File: src/rtl/sector_crc_tracker_assert.svh
// Assertion macros for the sector CRC tracker RTL.
// Needs nothing else; define ASSERT_OFF to compile the checks out.
`ifndef SECTOR_CRC_TRACKER_ASSERT_SVH
`define SECTOR_CRC_TRACKER_ASSERT_SVH
`ifndef ASSERT_OFF
// Clocked check that is switched off while reset is high.
`define SCT_ASSERT(lbl, clk, rst, prop, msg) \
   lbl: assert property (@(posedge clk) disable iff (rst) prop) else $error(msg);
// Clocked check that also holds during reset.
`define SCT_ASSERT_ALWAYS(lbl, clk, prop, msg) \
   lbl: assert property (@(posedge clk) prop) else $error(msg);
`else
`define SCT_ASSERT(lbl, clk, rst, prop, msg)
`define SCT_ASSERT_ALWAYS(lbl, clk, prop, msg)
`endif
`endif

File: src/rtl/sct_pkg.sv
// Package for the sector CRC tracker: table size, CRC constants, kind codes
// and the lookup record that travels along the cell chain. Depends on nothing.
`timescale 1ns / 1ps

package sct_pkg;

   localparam int TABLE_ENTRIES = 128;
   localparam int CNT_W         = $clog2(TABLE_ENTRIES + 1);

   localparam logic [15:0] CRC_INIT = 16'hFFFF;
   localparam logic [15:0] CRC_POLY = 16'h1021;

   typedef enum logic {
      KIND_WRITE = 1'b0,
      KIND_CHECK = 1'b1
   } kind_type;

   // One sector lookup as it walks down the row of table cells.
   typedef struct packed {
      logic        valid;
      kind_type    kind;
      logic [15:0] sector;
      logic [15:0] crc;
      logic        found;
      logic [15:0] stored;
      logic        appended;
   } query_type;

endpackage

File: src/rtl/sct_cell.sv
// One table entry of the sector CRC tracker plus its chain stage register.
// Depends on sct_pkg for query_type and the kind codes.
`timescale 1ns / 1ps

module sct_cell (
   input  logic                clock,
   input  logic                reset,
   input  logic                used,     // this entry lies below the fill count
   input  logic                slot,     // this entry is the next free one
   input  sct_pkg::query_type  q_in,
   output sct_pkg::query_type  q_out
);
   import sct_pkg::*;

   logic [15:0] tag_sector_ff, tag_sector_in;
   logic [15:0] tag_crc_ff, tag_crc_in;
   query_type   q_ff, q_in_next;
   logic        hit, take;

   // A used entry that matches takes the lookup if no lower entry did.
   assign hit  = q_in.valid && used && !q_in.found && (tag_sector_ff == q_in.sector);
   // The free entry receives a write that no used entry matched.
   assign take = q_in.valid && slot && !q_in.found && !q_in.appended
                 && (q_in.kind == KIND_WRITE);

   always_comb begin
      tag_sector_in = tag_sector_ff;
      tag_crc_in    = tag_crc_ff;
      q_in_next     = q_in;
      if (hit) begin
         q_in_next.found  = 1'b1;
         q_in_next.stored = tag_crc_ff;
         if (q_in.kind == KIND_WRITE) begin
            tag_crc_in = q_in.crc;
         end
      end else if (take) begin
         tag_sector_in      = q_in.sector;
         tag_crc_in         = q_in.crc;
         q_in_next.appended = 1'b1;
      end
   end

   always_ff @(posedge clock) begin
      tag_sector_ff <= tag_sector_in;
      tag_crc_ff    <= tag_crc_in;
      if (reset) begin
         q_ff.valid <= 1'b0;
      end else begin
         q_ff <= q_in_next;
      end
   end

   assign q_out = q_ff;

endmodule

File: config.mk
export PLATFORM = sky130hd
export DESIGN_NAME = sct_cell
export DESIGN_NICKNAME = d
export VERILOG_FILES = /design/src/rtl/sector_crc_tracker_assert.svh /design/src/rtl/sct_pkg.sv /design/src/rtl/sct_cell.sv
export SDC_FILE = /design/constraint.sdc
export NUM_CORES = 1
export LEC_CHECK = 0
export BUFFER_PORTS_ARGS = -buffer_cell sky130_fd_sc_hd__buf_4
export CAP_MARGIN = 10
export CORE_ASPECT_RATIO = 1.75
export CORE_MARGIN = 5
export CORE_UTILIZATION = 44
export CTS_BUF_LIST = sky130_fd_sc_hd__clkbuf_2 sky130_fd_sc_hd__clkbuf_4 sky130_fd_sc_hd__clkbuf_8
export DETAILED_ROUTE_END_ITERATION = 10
export PLACE_DENSITY_LB_ADDON = 0.12
export SKIP_LAST_GASP = 1
export SYNTH_ARGS = -nofsm -noshare
export SYNTH_HDL_FRONTEND = slang
export SYNTH_SLANG_ARGS = --single-unit
File: constraint.sdc
create_clock -name clock -period 4.3 [get_ports clock]
set_input_delay 0.43 -clock clock [delete_from_list [all_inputs] [get_ports clock]]
set_output_delay 0.43 -clock clock [all_outputs]
set_load 0.03 [all_outputs]
# == After elaboration in Yosys (flattened, before gate mapping) ==
# Cells that the tools add are included.
# totals
ff_bits,84
in_bits,56
# classes
eq_ne,2
n_mux,6
bitwise,2
reduce_logical,12
# op_table
cell,n
16-bit two-way mux,4
16-bit == test,1
1-bit logical AND,7
2-bit AND reduction,2
1-bit zero test,2
1-bit two-way mux,2
2-bit != test (second input constant),1
1-bit inverter,2
2-bit nonzero test,1

# == Logic depth before layout (Yosys ltp) ==
# depth
word_depth,6
depth_mapped,6
mapped_depth_nobuf,5

# == Worst setup path after synthesis ==
# Ideal clock, no wire load.
# synth_timing
kind,input port to flip-flop
startpoint,input port q_in[48] in the netlist's numbering
endpoint,register tag_crc_ff[0] (enable)
setup_ns,0.336
arrival_ns,1.801
t_required_ns,3.964
setup_slack_ns,2.163
path_stages,6
cell_sequence,xor2_1 -> nor4_1 -> nand4_1 -> nor4_2 -> buf_6 -> a21bo_2
# synth_between
elab_chain_cells,4
word_cells_on_any_way,5
# synth_lines
element,line,rtl
start: declaration,sct_cell.sv:10,"input sct_pkg::query_type q_in,"
16-bit == test (*),sct_cell.sv:21,assign hit = q_in.valid && used && !q_in.found && (tag_sector_ff == q_in.sector);
1-bit logical AND (*),sct_cell.sv:21,
2-bit != test (no line) or 2-bit nonzero test (tied branches),--,
2-bit AND reduction (no line) (*),--,
end signal: assignment,sct_cell.sv:45,tag_crc_ff <= tag_crc_in;
end: declaration,sct_cell.sv:16,"logic [15:0] tag_crc_ff, tag_crc_in;"
# Every way passes the cells marked *; elsewhere a longest branch is shown, timed or not.
# A chain may end at the register's enable or synchronous reset.

# == Worst setup path in the final report ==
# layout_timing
startpoint,register tag_sector_ff[14]
endpoint,register tag_crc_ff[15] (enable)
# layout_between
elab_chain_cells,4
word_cells_on_any_way,5
# layout_lines
element,line,rtl
start: declaration,sct_cell.sv:15,"logic [15:0] tag_sector_ff, tag_sector_in;"
start signal: assignment,sct_cell.sv:44,tag_sector_ff <= tag_sector_in;
16-bit == test (*),sct_cell.sv:21,
1-bit logical AND (*),sct_cell.sv:21,
2-bit != test (no line) or 2-bit nonzero test (tied branches),--,
2-bit AND reduction (no line) (*),--,
# Marks and branches as above.

==> impl_metrics.csv <==
group,metric,value,unit
finish,syn_to_final_growth,37.6,%
sta,tightest_slew,1.10,ns
finish,fill_cells,535,
grt,grt_max_degree,52,
worst_setup_path,crit_type,"flip-flop to flip-flop",
worst_setup_path,arrival,2.38,ns
sta,relSlewSlack,26.4,%
yosys,syn_area_per_cell,22.0,um2
clock_network,htreeDepth,3,
clock_network,numCtsBuffers,9,
worst_setup_path,r2r_start,"tag_sector_ff[14]",
sta,rsz0062_at_grt,"no",
sta,fin_worst_skew,0.00919,ns
hold_path,hold_class,"primary input to flip-flop",
finish,finalNonFillerCells,337,
sta,maxSlewViolCount,0,
place,place_congestion,0.672,
worst_setup_path,endpoint_kind,"flip-flop",
clock_network,post_cts.repair.setup_buffers,0,
finish,num_antenna_cells,0,
worst_setup_path,reg2reg_to,"tag_crc_ff[15]",
yosys,async_flop_share,0,%
grt,antenna_found_initial,0,
floorplan,start_util,45.2,%
power_and_ir_drop,power.leakage,1.57,nW
status,status,"finished, final reports clean",
finish,fin_area,0.00406,mm2
floorplan,core_area,0.00654,mm2
clock_network,cts_sinks,84,
finish,layout_commonest_cell,"buf_4",
worst_setup_path,critPathLaunch,"tag_sector_ff[14]",
sta,finalHoldViolations,0,
route,finalWirelength,5800,um
clock_network,path_clk_slew,0.07,ns
yosys,ys_seq_elements,84,
route,drtAntennaViolNets,0,
floorplan,die_w,71.9,um
yosys,synth_nets,190,
hold_path,min_from,"reset",
power_and_ir_drop,finalPower,1.76,mW
floorplan,die_area,0.00852,mm2
yosys,yosysWarnings,0,
worst_setup_path,critical_path_required,4.30,ns
route,via_per_inst,4.74,
grt,grt_pass1_vias,1718,
yosys,synth_top_area_share,84.4,%
clock_network,cts.path.max_buffers,2,
finish,nets,308,
route,vias,1598,
grt,grt_use_total,14.4,%
clock_network,cts_root_buf,"clkbuf_8",
grt,grt_overflow,0,
run,max-cap-violations,0,
power_and_ir_drop,powerDensity,434,mW/mm2
worst_setup_path,start_kind,"flip-flop",
floorplan,die_h,118,um
sta,setup_viol,0,
yosys,netlist_area,0.00295,mm2
place,placed_cell_area,0.00386,mm2
route,drc,0,
clock_network,cts_tree,"yes",
yosys,synthTopCellsByArea,"edfxtp_1 (84%), mux2_2 (5.7%), xnor2_1 (3.6%), xor2_1 (1.2%), buf_6 (0.76%)",
clock_network,holdBufCountCts,0,
place,hpwl,4250,um
floorplan,rows,39,
route,dr.pass1.iters,5,
worst_setup_path,ff2ff_path_depth,6,
place,port_buffers,107,
yosys,ys_seq_area_share,85.0,%
place,dp.cells,323,
route,wire_per_inst,17.2,um
clock_network,clock_latency,0.34,ns
hold_path,whs_path_depth,2,
sta,fmax,421,MHz
grt,grt_pass1_wl,8870,um
hold_path,hold_end,"q_out[51]",
power_and_ir_drop,peakVddDrop,0.334,mV
yosys,ys.flop_type,"edfxtp_1",
worst_setup_path,cp_max_fo,20,
clock_network,cts.repair.resized,0,
yosys,ys_types,17,
yosys,synthCells,134,
finish,layout-drive-gt1-share,55.3,%
sta,final.setup.tns,0,ns
finish,final_cell_mix,"buf_4 (109), edfxtp_1 (83), mux2_2 (15)",
sta,fin_crit_sh,55.3,%
worst_setup_path,reg2reg_slack,1.92,ns
floorplan,io-pin-count,108,
yosys,synth_edf_count,83,
sta,period_needed,2.38,ns
route,drt_iter0_drc,103,
yosys,yosysTopAreaCell,"edfxtp_1",
[how the worst max path moves through the flow]
stage	endpoint	cells past startpoint
after detailed placement	tag_crc_ff[0]	7
after global placement	tag_crc_ff[13]	7
after CTS	tag_crc_ff[15]	6
after global routing	tag_crc_ff[6]	6
after floorplan	tag_crc_ff[0]	6
final	tag_crc_ff[15]	6
[critical path: stages, from the launching register on]
cell and delay (ns):
edfxtp_1 0.39, xor2_1 0.15, nor4_1 0.31, nand4_1 0.19, nor4_4 0.26, buf_4 0.29
a21bo_2 0.44
[routing by layer]
metal | global-route usage (%) | share of wire, % | up-vias
met3 | 5.78 | 8.1 | 9
met4 | 6.71 | 1.8 | 0
met5 | 0 | 0 | -
met1 | 15.4 | 35 | 765
li1 | - | - | 752
met2 | 24.3 | 55 | 72
[Yosys cell counts, types with 2 or more instances]
cell type  instances
nand3_1            2
nor2_1             2
edfxtp_1          83
inv_1              2
buf_6              2
xor2_1             4
nand4_1            3
mux2_2            15
xnor2_1           12
nor2b_1            2
[logic make-up after synthesis]
family	count (synthesis)	share of synthesized area, %
compound gates	2	0.593
simple gates	12	2.50
buf+inv	4	1.02
xor+xnor	16	4.74
flops	84	85.0
mux	16	6.10
[area by class of cell]
class                      instances  area, um2  area share [%]
sequential                        84       2510            61.8
clock buffer                      11        139            3.42
tap                               82        103            2.52
multi-input combinational         46        420            10.3
clock inverter                     3       63.8            1.57
timing repair buffer             109        818            20.1
inverter                           2       7.51           0.185
[state kept, by name (all words and copies together), names as in the netlist]
register	flops
tag_sector_ff	16
tag_crc_ff	16
q_out	52
[where the power goes]
group          switching [mW]  total [mW]  internal, mW
Sequential             0.0127       0.963         0.950
Combinational           0.128       0.219        0.0916
Clock                   0.249       0.581         0.332
[through the flow]
step | worst slack [ns] | hold slack (ns) | utilization [%]
after floorplan | 2.16 | 0.502 | -
after global placement | 1.72 | 0.517 | 59.1
after detailed placement | 1.68 | 0.528 | 59.1
after CTS | 1.85 | 0.230 | 62.2
after global routing | 1.74 | 0.234 | 62.2
final | 1.92 | 0.254 | 62.2
(Power assumes the default switching activity.)
