### src/rtl/sector_crc_tracker_assert.svh
// Assertion macros for the sector CRC tracker RTL.
// Needs nothing else; define ASSERT_OFF to compile the checks out.
`ifndef SECTOR_CRC_TRACKER_ASSERT_SVH
`define SECTOR_CRC_TRACKER_ASSERT_SVH
`ifndef ASSERT_OFF
// Clocked check that is switched off while reset is high.
`define SCT_ASSERT(lbl, clk, rst, prop, msg) \
   lbl: assert property (@(posedge clk) disable iff (rst) prop) else $error(msg);
// Clocked check that also holds during reset.
`define SCT_ASSERT_ALWAYS(lbl, clk, prop, msg) \
   lbl: assert property (@(posedge clk) prop) else $error(msg);
`else
`define SCT_ASSERT(lbl, clk, rst, prop, msg)
`define SCT_ASSERT_ALWAYS(lbl, clk, prop, msg)
`endif
`endif

### src/rtl/sct_pkg.sv
// Package for the sector CRC tracker: table size, CRC constants, kind codes
// and the lookup record that travels along the cell chain. Depends on nothing.
`timescale 1ns / 1ps

package sct_pkg;

   localparam int TABLE_ENTRIES = 128;
   localparam int CNT_W         = $clog2(TABLE_ENTRIES + 1);

   localparam logic [15:0] CRC_INIT = 16'hFFFF;
   localparam logic [15:0] CRC_POLY = 16'h1021;

   typedef enum logic {
      KIND_WRITE = 1'b0,
      KIND_CHECK = 1'b1
   } kind_type;

   // One sector lookup as it walks down the row of table cells.
   typedef struct packed {
      logic        valid;
      kind_type    kind;
      logic [15:0] sector;
      logic [15:0] crc;
      logic        found;
      logic [15:0] stored;
      logic        appended;
   } query_type;

endpackage

### src/rtl/sct_crc_fold.sv
// Folds one byte into a CRC-16/CCITT-FALSE value, MSB first, one bit per step.
// Depends on sct_pkg for the polynomial.
`timescale 1ns / 1ps

module sct_crc_fold (
   input  logic [15:0] crc_in,
   input  logic [7:0]  data_byte,
   output logic [15:0] crc_out
);
   import sct_pkg::*;

   always_comb begin
      logic [15:0] v;
      v = crc_in ^ {data_byte, 8'h00};
      for (int k = 0; k < 8; k++) begin
         if (v[15]) begin
            v = {v[14:0], 1'b0} ^ CRC_POLY;
         end else begin
            v = {v[14:0], 1'b0};
         end
      end
      crc_out = v;
   end

endmodule

### config.mk
export PLATFORM = sky130hd
export DESIGN_NAME = sct_crc_fold
export DESIGN_NICKNAME = d
export VERILOG_FILES = /design/src/rtl/sector_crc_tracker_assert.svh /design/src/rtl/sct_pkg.sv /design/src/rtl/sct_crc_fold.sv
export SDC_FILE = /design/constraint.sdc
export NUM_CORES = 1
export LEC_CHECK = 0
export BUFFER_PORTS_ARGS = -buffer_cell sky130_fd_sc_hd__buf_4
export CORE_AREA = 2 2 39 41
export DETAILED_ROUTE_END_ITERATION = 6
export DIE_AREA = 0 0 41 43
export GPL_ROUTABILITY_DRIVEN = 0
export PLACE_DENSITY = 0.72
export SYNTH_ARGS = -nofsm -noshare
export SYNTH_HDL_FRONTEND = slang
export SYNTH_SLANG_ARGS = --single-unit
### constraint.sdc
create_clock -name vclk -period 1
set_input_delay 0.1 -clock vclk [all_inputs]
set_output_delay 0.1 -clock vclk [all_outputs]
set_load 0.01 [all_outputs]
## Yosys cells after proc, flatten, opt, wreduce, memory -nomap -nowiden

Index checks and enable logic that the tools add are counted.

- Input bits: 24
- Word-level logic and storage cells: 17
- Bits in registers: 0

- Mux-type cells: 8
- Bitwise logic cells: 9

Operator list:

| operator | count |
|---|---|
| $mux W13 | 8 |
| $not A3 Y3 | 8 |
| $xor A16 B16 Y16 | 1 |

## Logic depth before layout (Yosys ltp)

Gate-level depths: netlist (run 1).

- Depth after elaboration: 17
- Depth in mapped cells: 3
- Mapped depth without buffers: 3

## Least setup slack after synthesis (run 1)

OpenSTA, ideal clock, no wires.

- Kind: input to output
- Start point: input data_byte[5]
- End point: output crc_out[5]
- Stages: 2
- Buffers on the path: 0
- Slack: 40 ps
- Arrival: 860 ps
- Path through: xnor2_2 xnor3_1

- Longest elaborated chain between the ends: 8

Ends and longest elaborated chain:

| what | line | source |
|---|---|---|
| start, declared | sct_crc_fold.sv:7 | `input logic [7:0] data_byte,` |
| $xor A16 B16 Y16 * | sct_crc_fold.sv:14 | `v = crc_in ^ {data_byte, 8'h00};` |
| $mux W13 * (5 in series) | sct_crc_fold.sv:16 | `if (v[15]) begin` |
| $not A3 Y3 (no line) | n/a |  |
| $mux W13 * | sct_crc_fold.sv:16 |  |
| end, declared | sct_crc_fold.sv:8 | `output logic [15:0] crc_out` |

Mark *: on every way between the ends. The rest lies on a longest branch, timed or not.

## Worst setup path after layout (run 1)

- Start point: input crc_in[8]
- End point: output crc_out[5]

- Longest elaborated chain between the ends: 7

Ends and longest elaborated chain:

| what | line | source |
|---|---|---|
| start, declared | sct_crc_fold.sv:6 | `input logic [15:0] crc_in,` |
| $xor A16 B16 Y16 * | sct_crc_fold.sv:14 |  |
| $mux W13 * (3 in series) | sct_crc_fold.sv:16 |  |
| $not A3 Y3 (no line) | n/a |  |
| $mux W13 * (2 in series) | sct_crc_fold.sv:16 |  |

Marked as above.

==> impl_metrics.env, run 1 <==
export IMPL_status="complete, but fails checks"
export IMPL_failed_checks="negative setup slack"
export IMPL_rsz0062_at_grt="yes"
export IMPL_floorplan_initialDensity=0.286
export IMPL_start_kind="input pin"
export IMPL_met2_usage=0.259
export IMPL_synth_most_common_cell="xnor2_1"
export IMPL_finalSetupViolCount=7
export IMPL_critical_path_required_ps=900
export IMPL_slew_headroom=0.859
export IMPL_max_cap_violations=0
export IMPL_nFillCells=91
export IMPL_timing_final_crit_share=1.10
export IMPL_synth_area_top_cells="xnor3_1 23%, xnor2_1 18%, xor3_4 14%"
export IMPL_clock_buffers=0
export IMPL_die_w_um=41
export IMPL_antenna_found_initial=0
export IMPL_hold_viol_final=0
export IMPL_slew_violations=0
export IMPL_worst_path_max_delay_cell="xnor3_1"
export IMPL_seq_area_um2=0
export IMPL_routedWlPerCell_um=12.7
export IMPL_io_buffers=40
export IMPL_layout_nets=108
export IMPL_hold_depth=3
export IMPL_die_h_um=43
export IMPL_synth_compound_area_frac=0
export IMPL_critPathArrivalTime_ps=1000
export IMPL_netlist_instances=25
export IMPL_hold_path_endpoint="crc_out[11]"
export IMPL_synthSimpleGateAreaFrac=0
export IMPL_vias=412
export IMPL_synth_top_area_cell="xnor3_1"
export IMPL_overflow=0
export IMPL_syn_cell_area_um2=395
export IMPL_grt_pass1_wl_um=1660
export IMPL_max_stage_delay_ps=390
export IMPL_grt_max_degree=6
export IMPL_synthMuxAreaShare=0
export IMPL_synth_distinct_cells=9
export IMPL_worst_slew_pin_slew_ps=211
export IMPL_worst_slack_ps=-104
export IMPL_drt_iter0_drc=4
export IMPL_firstDrtPassIters=3
export IMPL_first_global_vias=414
export IMPL_end_kind="output pin"
export IMPL_power_density_nw_per_um2=949
export IMPL_ir_worst_vdd_v=0.000587
export IMPL_postRouteAntennaNets=0
export IMPL_antenna_cells=0
export IMPL_synth_top_area_share=0.228
export IMPL_core_um2=1380
export IMPL_num_rows=14
export IMPL_power_leakage_nw=0.565
export IMPL_critPathBufInv=3
export IMPL_synth_top_family_by_area="XOR/XNOR gates"
export IMPL_seq_cells=0
export IMPL_synth_xor_area_frac=0.991
export IMPL_drc=0
export IMPL_hold_start="crc_in[3]"
export IMPL_fmax_mhz=905
export IMPL_ctsHoldBuffers=0
export IMPL_synth_warnings=0
export IMPL_synthTopCellsByCount="8 x xnor2_1, 4 x xnor3_1, 3 x xnor2_2, 3 x xor2_1"
export IMPL_cp_max_fo=2
export IMPL_gr_max_usage_layer="met2"
export IMPL_hp_class="in2out"
export IMPL_use_met1=0.132
export IMPL_syn_num_nets=49
export IMPL_crit_chain="buf_6 > xnor2_2 > buf_4 > xnor3_1 > buf_6"
export IMPL_finalCriticalPeriod_ps=1100
export IMPL_crit_top_cell="buf_6"
export IMPL_multi_input_area_um2=500
export IMPL_place_inst=89
export IMPL_drive_above_1_share=0.878
export IMPL_crit_family="XOR/XNOR gates"
export IMPL_io_pins=40
export IMPL_critPathKind="in2out"
export IMPL_grtUsageMet3=0.0262
export IMPL_viasPerCell=4.20
export IMPL_fin_tns_setup_ps=-501
export IMPL_path_depth=5
export IMPL_yosysSeqAreaShare=0
export IMPL_syn_to_final_growth_pct=172
export IMPL_wl_um=1250
export IMPL_synth_area_per_cell_um2=15.8
export IMPL_synth_adder_area_share=0
export IMPL_stdcell_count=98
export IMPL_track_usage=0.130
export IMPL_critPathLaunch="crc_in[8]"
export IMPL_dieArea_um2=1760
## worst max path at each step
| stage | end | slack (ps) |
|---|---|---|
| final | crc_out[5] | -100 |
| after global routing | crc_out[5] | -140 |
| after CTS | crc_out[13] | -100 |
| after detailed placement | crc_out[8] | -230 |
| after global placement | crc_out[7] | -220 |
| after floorplan | crc_out[5] | 40 |
## through the flow
| step | setup slack, ps | util | total power [mW] | hold WS, ps | cell area, um2 |
|---|---|---|---|---|---|
| 2_1_floorplan | 40.4 | - | 0.391 | 288 | 395 |
| 3_3_place_gp | -218 | 0.561 | 0.757 | 473 | 776 |
| 3_5_place_dp | -230 | 0.561 | 0.765 | 475 | 776 |
| 4_1_cts | -95.9 | 0.702 | 0.939 | 478 | 971 |
| 5_1_grt | -136 | 0.777 | 1.07 | 493 | 1070 |
| 6_report | -104 | 0.777 | 1.02 | 476 | 1070 |
## where the power goes
part           switching (mW)  total (mW)  internal, mW
Clock                       0           0             0
Combinational           0.339        1.02         0.681
Sequential                  0           0             0
Total                   0.339        1.02         0.681
## metal layers
| metal | vias up | wire length [um] |
|---|---|---|
| met3 | 0 | 182 |
| li1 | 198 | - |
| met4 | 0 | 0 |
| met5 | - | 0 |
| met2 | 28 | 696 |
| met1 | 186 | 366 |
## tightest hold or removal path, stage by stage
cell	delay [ps]
buf_4	90
xnor2_1	60
buf_4	130
## logic make-up (layout without fill, tap and decap cells)
kind of cell,count (synthesis),after routing
xor gates and xnor gates,24,24
buffers and inverters,1,58
## final cells by class
type               instances  share of cell area
repair buffers            57               0.510
inverters                  1             0.00582
multi-input cells         24               0.466
well taps                 16              0.0186
## placed cells by master, fill, tap and decap left out
cell type / synthesis / final
buf_4: 0 / 29
buf_6: 0 / 24
xnor2_4: 1 / 6
xnor2_2: 3 / 4
xnor3_1: 4 / 4
buf_8: 0 / 4
xor3_4: 2 / 2
xnor2_1: 8 / 2
xor2_1: 3 / 2
xor3_1: 2 / 2
xor2_2: 0 / 1
inv_4: 0 / 1
xnor3_4: 1 / 1
## repair_timing
item | in CTS | in global routing
pin swaps | 11 | 7
gates resized for setup | 27 | 19
setup endpoints to repair | 12 | 14
setup buffers | 7 | 3
No activity file was read; power rests on OpenSTA's default activity.
==> run 2: changes to the inputs <==
--- a/config.mk
+++ b/config.mk
@@ -5,12 +5,13 @@
 export SDC_FILE = /design/constraint.sdc
 export NUM_CORES = 1
 export LEC_CHECK = 0
+export ABC_AREA = 1
 export BUFFER_PORTS_ARGS = -buffer_cell sky130_fd_sc_hd__buf_4
 export CORE_AREA = 2 2 39 41
 export DETAILED_ROUTE_END_ITERATION = 6
 export DIE_AREA = 0 0 41 43
 export GPL_ROUTABILITY_DRIVEN = 0
-export PLACE_DENSITY = 0.72
+export PLACE_DENSITY = 0.8
 export SYNTH_ARGS = -nofsm -noshare
 export SYNTH_HDL_FRONTEND = slang
 export SYNTH_SLANG_ARGS = --single-unit
==> run 2 against run 1 <==
  * The flow now finishes without violations
  * Cell count up 76%
  * Clock-buffer cell count did not move
  * Worst hold slack worse by 4.7 ps
  * Via count increased by 86%
  * Wire length up 8.1%
  * Synthesized cell count grew to 4.6 times the previous value
  * Critical path type unchanged
  * Critical endpoint is now crc_out[15]
  * Highest routed layer unchanged
==> impl_metrics.env, run 2 <==
export IMPL_status="complete, no violations"
export IMPL_critPathArrivalTime_ps=810
export IMPL_synth_warnings=0
export IMPL_switching_share=0.503
export IMPL_yosysSeqAreaShare=0
export IMPL_clock_buffers=0
export IMPL_drc=0
export IMPL_firstDrtPassIters=4
export IMPL_postRouteAntennaNets=0
export IMPL_max_stage_delay_ps=120
export IMPL_grt_max_degree=5
export IMPL_layout_nets=182
export IMPL_dpl_hpwl_um=1270
export IMPL_start_kind="input pin"
export IMPL_synth_distinct_cells=6
export IMPL_final_util=0.594
export IMPL_mostFrequentLayoutCells="67 x nand2_1, 41 x buf_4, 21 x inv_1, 15 x nand2_2, 8 x nand3_1"
export IMPL_crit_family="simple AND/OR/NAND/NOR gates"
export IMPL_synth_top_family_by_area="simple AND/OR/NAND/NOR gates"
export IMPL_place_inst=171
export IMPL_routedWlPerCell_um=7.83
export IMPL_wl_um=1350
export IMPL_power_density_nw_per_um2=574
export IMPL_num_rows=14
export IMPL_worst_slew_pin_slew_ps=134
export IMPL_ctsHoldBuffers=0
export IMPL_finalCriticalPeriod_ps=912
export IMPL_core_um2=1380
export IMPL_first_global_vias=670
export IMPL_sequentialPowerShare=0
export IMPL_dieArea_um2=1760
export IMPL_hp_class="in2out"
export IMPL_critPathKind="in2out"
export IMPL_synth_area_top_cells="nand2_1 53%, nand2_2 17%, inv_1 16%"
export IMPL_slew_violations=0
export IMPL_syn_to_final_growth_pct=68.0
export IMPL_synth_adder_area_share=0
export IMPL_viasPerCell=4.45
export IMPL_die_w_um=41
export IMPL_die_h_um=43
export IMPL_p_comb_frac=1.000
export IMPL_io_buffers=40
export IMPL_netlist_instances=115
export IMPL_seq_cells=0
export IMPL_synth_most_common_cell="nand2_1"
export IMPL_met2_usage=0.331
export IMPL_vias=766
export IMPL_synth_area_per_cell_um2=4.25
export IMPL_seq_area_um2=0
export IMPL_antenna_found_initial=0
export IMPL_drive_above_1_share=0.365
export IMPL_hold_viol_final=0
export IMPL_grtUsageMet3=0.0262
export IMPL_floorplan_initialDensity=0.354
export IMPL_critical_path_required_ps=900
export IMPL_track_usage=0.164
export IMPL_syn_num_nets=139
export IMPL_max_cap_violations=0
export IMPL_antenna_cells=0
export IMPL_synthMuxAreaShare=0
export IMPL_end_kind="output pin"
export IMPL_cp_max_fo=3
export IMPL_final_common_cell="nand2_1"
export IMPL_p_clk_frac=0
export IMPL_power_leakage_nw=0.590
export IMPL_switching_power_uw=238
export IMPL_synthTopCellsByCount="69 x nand2_1, 21 x inv_1, 13 x nand2_2"
export IMPL_gr_max_usage_layer="met2"
export IMPL_crit_chain="buf_4 > inv_1 > nand2_1 > nand2_2 > nand2_2 > nand2_2 > nand2_1 > nand2_1 > buf_4"
export IMPL_synth_top_area_share=0.529
export IMPL_slew_headroom=0.910
export IMPL_finalSetupViolCount=0
export IMPL_fmax_mhz=1100
export IMPL_stdcell_count=172
export IMPL_overflow=0
export IMPL_ir_worst_vdd_v=0.000279
export IMPL_io_pins=40
export IMPL_power_uw=472
export IMPL_p_int_uw=234
export IMPL_synth_top_area_cell="nand2_1"
export IMPL_synth_xor_area_frac=0.0537
export IMPL_synthSimpleGateAreaFrac=0.777
export IMPL_critPathBufInv=3
export IMPL_syn_cell_area_um2=489
export IMPL_drt_iter0_drc=10
export IMPL_timing_final_crit_share=0.912
export IMPL_grt_pass1_wl_um=2200
export IMPL_worst_path_max_delay_cell="buf_4"
export IMPL_synth_compound_area_frac=0
export IMPL_use_met1=0.158
==> run 2: through the flow <==
stage / setup TNS [ps] / hold slack, ps / setup slack, ps / instance area, um2
after detailed placement: 0 / 471 / 66.7 / 810
after CTS: 0 / 473 / 61.5 / 810
after global placement: 0 / 469 / 93.9 / 810
final: 0 / 471 / 87.8 / 822
after floorplan: 0 / 280 / 288 / 489
after global routing: -12.0 / 481 / -6.46 / 822
==> run 2: cell type report <==
type | instances | area, um2
fillers | 147 | 562
well taps | 16 | 20.0
inverters | 22 | 82.6
multi-input cells | 93 | 412
repair buffers | 41 | 308
==> run 2: repair_timing <==
item / 4_1_cts / 5_1_grt
gates resized for setup: 0 / 2
setup buffers: 0 / 1
setup endpoints to repair: 0 / 3
==> run 2: final timing paths <==
kind / from / end / slack (ps) / cells past startpoint
max: crc_in[15] / crc_out[15] / 90 / 9
min: crc_in[3] / crc_out[11] / 470 / 3
==> run 2: metal layers <==
| metal | vias to the layer above | share of wire | wire length [um] |
|---|---|---|---|
| met3 | 0 | 0.085 | 115 |
| met1 | 328 | 0.34 | 457 |
| met5 | - | 0 | 0 |
| met4 | 0 | 0 | 0 |
| met2 | 22 | 0.58 | 774 |
| li1 | 416 | - | - |
==> run 2: cell families after synthesis <==
logic type / Yosys count
AND/OR/NAND/NOR: 90
XOR/XNOR: 3
buffers and inverters: 22
==> run 2: power groups by stage <==
stage | registers, mW | clock network (mW) | logic (mW)
5_1_grt | 0 | 0 | 0.530
3_3_place_gp | 0 | 0 | 0.455
4_1_cts | 0 | 0 | 0.471
6_report | 0 | 0 | 0.472
3_5_place_dp | 0 | 0 | 0.470
2_1_floorplan | 0 | 0 | 0.232
